File: config.mk
export PLATFORM = sky130hd
export DESIGN_NAME = mpbss_cell
export DESIGN_NICKNAME = d
export VERILOG_FILES = /design/src/rtl/mpbss_pkg.sv /design/src/rtl/mpbss_cell.sv
export SDC_FILE = /design/constraint.sdc
export NUM_CORES = 1
export LEC_CHECK = 0
export ABC_AREA = 1
export BUFFER_PORTS_ARGS = -buffer_cell sky130_fd_sc_hd__buf_2
export CORE_AREA = 2 2 39 41
export CTS_BUF_LIST = sky130_fd_sc_hd__clkbuf_8
export DETAILED_ROUTE_END_ITERATION = 10
export DIE_AREA = 0 0 41 43
export PLACE_DENSITY = 0.73
export SLEW_MARGIN = 5
export SYNTH_ARGS = -nofsm -noshare
export SYNTH_HDL_FRONTEND = slang
export SYNTH_SLANG_ARGS = --single-unit
File: constraint.sdc
create_clock -name clock -period 0.96 [get_ports clock]
set_input_delay 0.192 -clock clock [delete_from_list [all_inputs] [get_ports clock]]
set_output_delay 0.192 -clock clock [all_outputs]
set_load 0.005 [all_outputs]
File: src/rtl/mpbss_pkg.sv
`timescale 1ns / 1ps
package mpbss_pkg;

   localparam logic [1:0] MODE_WRITE_BYTE = 2'd0;
   localparam logic [1:0] MODE_SET_LENGTH = 2'd1;
   localparam logic [1:0] MODE_SCAN_BYTE  = 2'd2;

   localparam int CSR_ADDR_W = 3;
   localparam logic CSR_IDX_PATTERN_COUNT = 1'b0;

   typedef struct packed {
      logic [1:0] mode;
      logic [3:0] pattern_index;
      logic [5:0] position;
      logic [6:0] pattern_length;
      logic [7:0] value;
      logic       last;
   } req_type;

   typedef struct packed {
      logic        found;
      logic [3:0]  pattern_number;
      logic [31:0] match_offset;
   } rsp_type;

   typedef struct packed {
      logic shift;
      logic clear;
   } cell_ctl_type;

endpackage

File: src/rtl/mpbss_cell.sv
`timescale 1ns / 1ps
module mpbss_cell #(
   parameter int IDX = 0,
   parameter int LW  = 7
) (
   input  logic                  clock,
   input  mpbss_pkg::cell_ctl_type ctl,
   input  logic [7:0]            byte_in,
   input  logic [7:0]            ref_byte,
   input  logic [LW-1:0]         len,
   output logic [7:0]            byte_out,
   output logic                  match
);
   import mpbss_pkg::*;

   logic [7:0] byte_ff;
   logic [7:0] byte_in_w;
   logic       match_ff;
   logic       match_in;

   always_comb begin
      byte_in_w = byte_ff;
      if (ctl.clear) begin
         byte_in_w = 8'd0;
      end else if (ctl.shift) begin
         byte_in_w = byte_in;
      end
      // positions at or beyond the signature length do not take part
      match_in = (32'(len) <= IDX) || (ref_byte == byte_ff);
   end

   always_ff @(posedge clock) begin
      byte_ff  <= byte_in_w;
      match_ff <= match_in;
   end

   assign byte_out = byte_ff;
   assign match    = match_ff;

endmodule

==> out/qor.csv <==
metric,value,unit
crit path kind,register to primary output,
clock sink count,9,
startpoint kind of the worst setup timing path,register,
number of DRC markers after the initial detailed-route iteration,2,
register-to-register path setup slack,120,ps
reg-to-reg critical path endpoint,match,
die boundary height,43,µm
sequential share of power,40.8,%
synthesis warning total,0,
growth of design area from synthesis to finish,45.4,%
number of failing hold endpoints at the final stage,0,
gr usage total,13.9,%
Worst Min Path Start,byte_in[6],
Int Power,0.000768,W
count of buffer and inverter cells on the critical path,1,
cell family with most CP delay,flip-flops,
nets in the synthesized netlist,97,
sequential-to-total area share from yosys stat,37.1,%
Clock Skews,2.19,ps
total number of H-tree levels,1,
vias in the first global route,461,
series of cell instances along the critical path,buf_2,
maximum number of pins on one net before global-route repair,14,
Fin Setup TNS,0,ps
Routed Antenna Nets,0,
Placer Congestion,0.754,
HPWL after detailed placement,845,µm
instance count of the mapped netlist,71,
Total Wirelength,1040,µm
via count,524,
switching power of the nets,0.000243,W
final number of setup-violating endpoints,0,
mapped cell area,485,µm²
global-route wire length before repair,1660,µm
combinational cell fraction of total power,17.7,%
Post CTS Setup Buffer Count,0,
largest driver fanout on the critical path,3,
final cycle utilization of the critical path,95.5,%
average via count per standard cell,4.26,
fin crit period,917,ps
status,"finished, final reports clean",
average footprint of a synthesized cell,6.84,µm²
max_cap viols,0,
number of library cell types mapped by synthesis,12,
total power density per cell area,1430,nW/µm²
CTS tree,built,
Sw Share,24.0,%
setup repair after global routing missed its margin,false,
TritonCTS Buffers,3,
number of iterations in the first detailed-routing pass,2,
"Clk Latency, worst-skew pair",230,ps
share of cells above drive strength 1,40.2,%
Die Outline Area,1760,µm²
Lkg Pwr,0.393,nW
endpoint kind of the worst setup timing path,primary output,
Slew Limit Headroom,84.3,%
signal arrival time at the worst endpoint,730,ps
diode insertion count for antenna repair,0,
number of buffer cells added on primary ports,34,
number of placement rows,14,
Tightest Pin Transition,235,ps
total congestion overflow,0,
number of buffers on the longest clock path,2,
initial standard-cell utilization of the core,35.1,%
class of the worst hold path,input port to register,
capture endpoint of the worst hold path,byte_out[6],
highest achievable clock rate,1090,MHz
top-level port count,35,
Worst path slowest cell,dfxtp_1,
total of cells resized after clock tree synthesis,0,
peak per-stage delay on the critical path,370,ps
Die X-Extent,41,µm
highest ir drop seen on vdd,824,µV
cell depth of the worst flop-to-flop path,7,
number of synthesized register bits,9,
DR WL/cell,8.49,µm
final design area excluding fillers,706,µm²
number of buffers added to fix hold violations after cts,0,
cell depth of the worst min-delay path,3,
clock network fraction of total power,41.5,%
Clock Tree Root,clkbuf_8,
DR DRC count,0,
share of the core filled with cells,51.0,%
net count of the finished layout,134,
Placeable Area,1380,µm²
area of placed instances,661,µm²
required time at the endpoint of the critical path,770,ps
clock-pin slew on the worst setup and hold paths,50,ps
count of pins over their slew limit,0,
Worst R2R Start,byte_out[4],
antenna violations before repair,0,
-- cell families after synthesis --
family	share of synthesized area, %
simple gates	29.9
buf+inv	11.6
flops	37.1
compound gates	16.0
xor+xnor	5.41
-- Yosys cell counts (all sizes together) --
cell type,number,area (µm²)
a211oi,5,62.6
a21oi,3,15.0
buf,1,11.3
clkbuf,1,3.75
dfxtp,9,180
inv,11,41.3
nand2,27,101
nand3,1,5.00
nor2,9,33.8
nor3,1,5.00
xnor2,3,26.3
-- layout make-up --
class | instances | area, µm²
Fill cell | 135 | 678
Multi-Input combinational cell | 49 | 249
Sequential cell | 9 | 180
Timing Repair Buffer | 34 | 170
Clock buffer | 3 | 41.3
Inverter | 11 | 41.3
Tap cell | 16 | 20.0
Clock inverter | 1 | 3.75
-- power by group through the flow --
stage	Clock (W)	Sequential (W)	Combinational, W
after floorplan	0	0.000421	0.0000967
after global placement	0	0.000419	0.000176
after detailed placement	0	0.000420	0.000179
after CTS	0.000432	0.000413	0.000180
after global routing	0.000453	0.000415	0.000201
final	0.000419	0.000413	0.000179
-- state kept, by name, indices dropped and copies added (netlist names) --
register / flops
match: 1
byte_out: 8
-- worst max path at each step --
| stage | startpoint | to | slack, ps | cells after the start |
|---|---|---|---|---|
| global placement | byte_out[4] | match | 130 | 7 |
| floorplan | byte_out[5] | match | 190 | 7 |
| global route | byte_out[3] | byte_out[3] | 10 | 1 |
| detailed placement | byte_out[4] | match | 110 | 7 |
| CTS | byte_out[3] | byte_out[3] | 30 | 1 |
| finish | byte_out[3] | byte_out[3] | 40 | 1 |
-- layer usage --
layer  track usage [%]  vias up  share of wire [%]
met5                 0        -                  0
met4              8.00        0                2.0
met3              4.19        2                7.9
met2              22.8       19                 50
met1              14.7      216                 40
li1                  -      287                  -
-- layout by cell type (no fill, tap or decap) --
cell type and n:
a21oi_1 3, inv_1 11, nor3_1 1, nor2_1 9, buf_2 34, nand2_1 27
clkbuf_8 3, dfxtp_1 9, xnor2_1 3, nand3_1 1, a211oi_2 5, inv_2 1
-- metrics by stage --
step / setup WS, ps / power [W] / cells / hold WS [ps]
4_1_cts: 34.8 / 0.00103 / 123 / 212
3_5_place_dp: 110 / 0.000599 / 119 / 449
6_report: 42.7 / 0.00101 / 123 / 213
5_1_grt: 10.2 / 0.00107 / 123 / 222
3_3_place_gp: 129 / 0.000595 / 119 / 449
2_1_floorplan: 188 / 0.000518 / 71 / 332
Note: power is estimated with default switching activity, not from simulation.
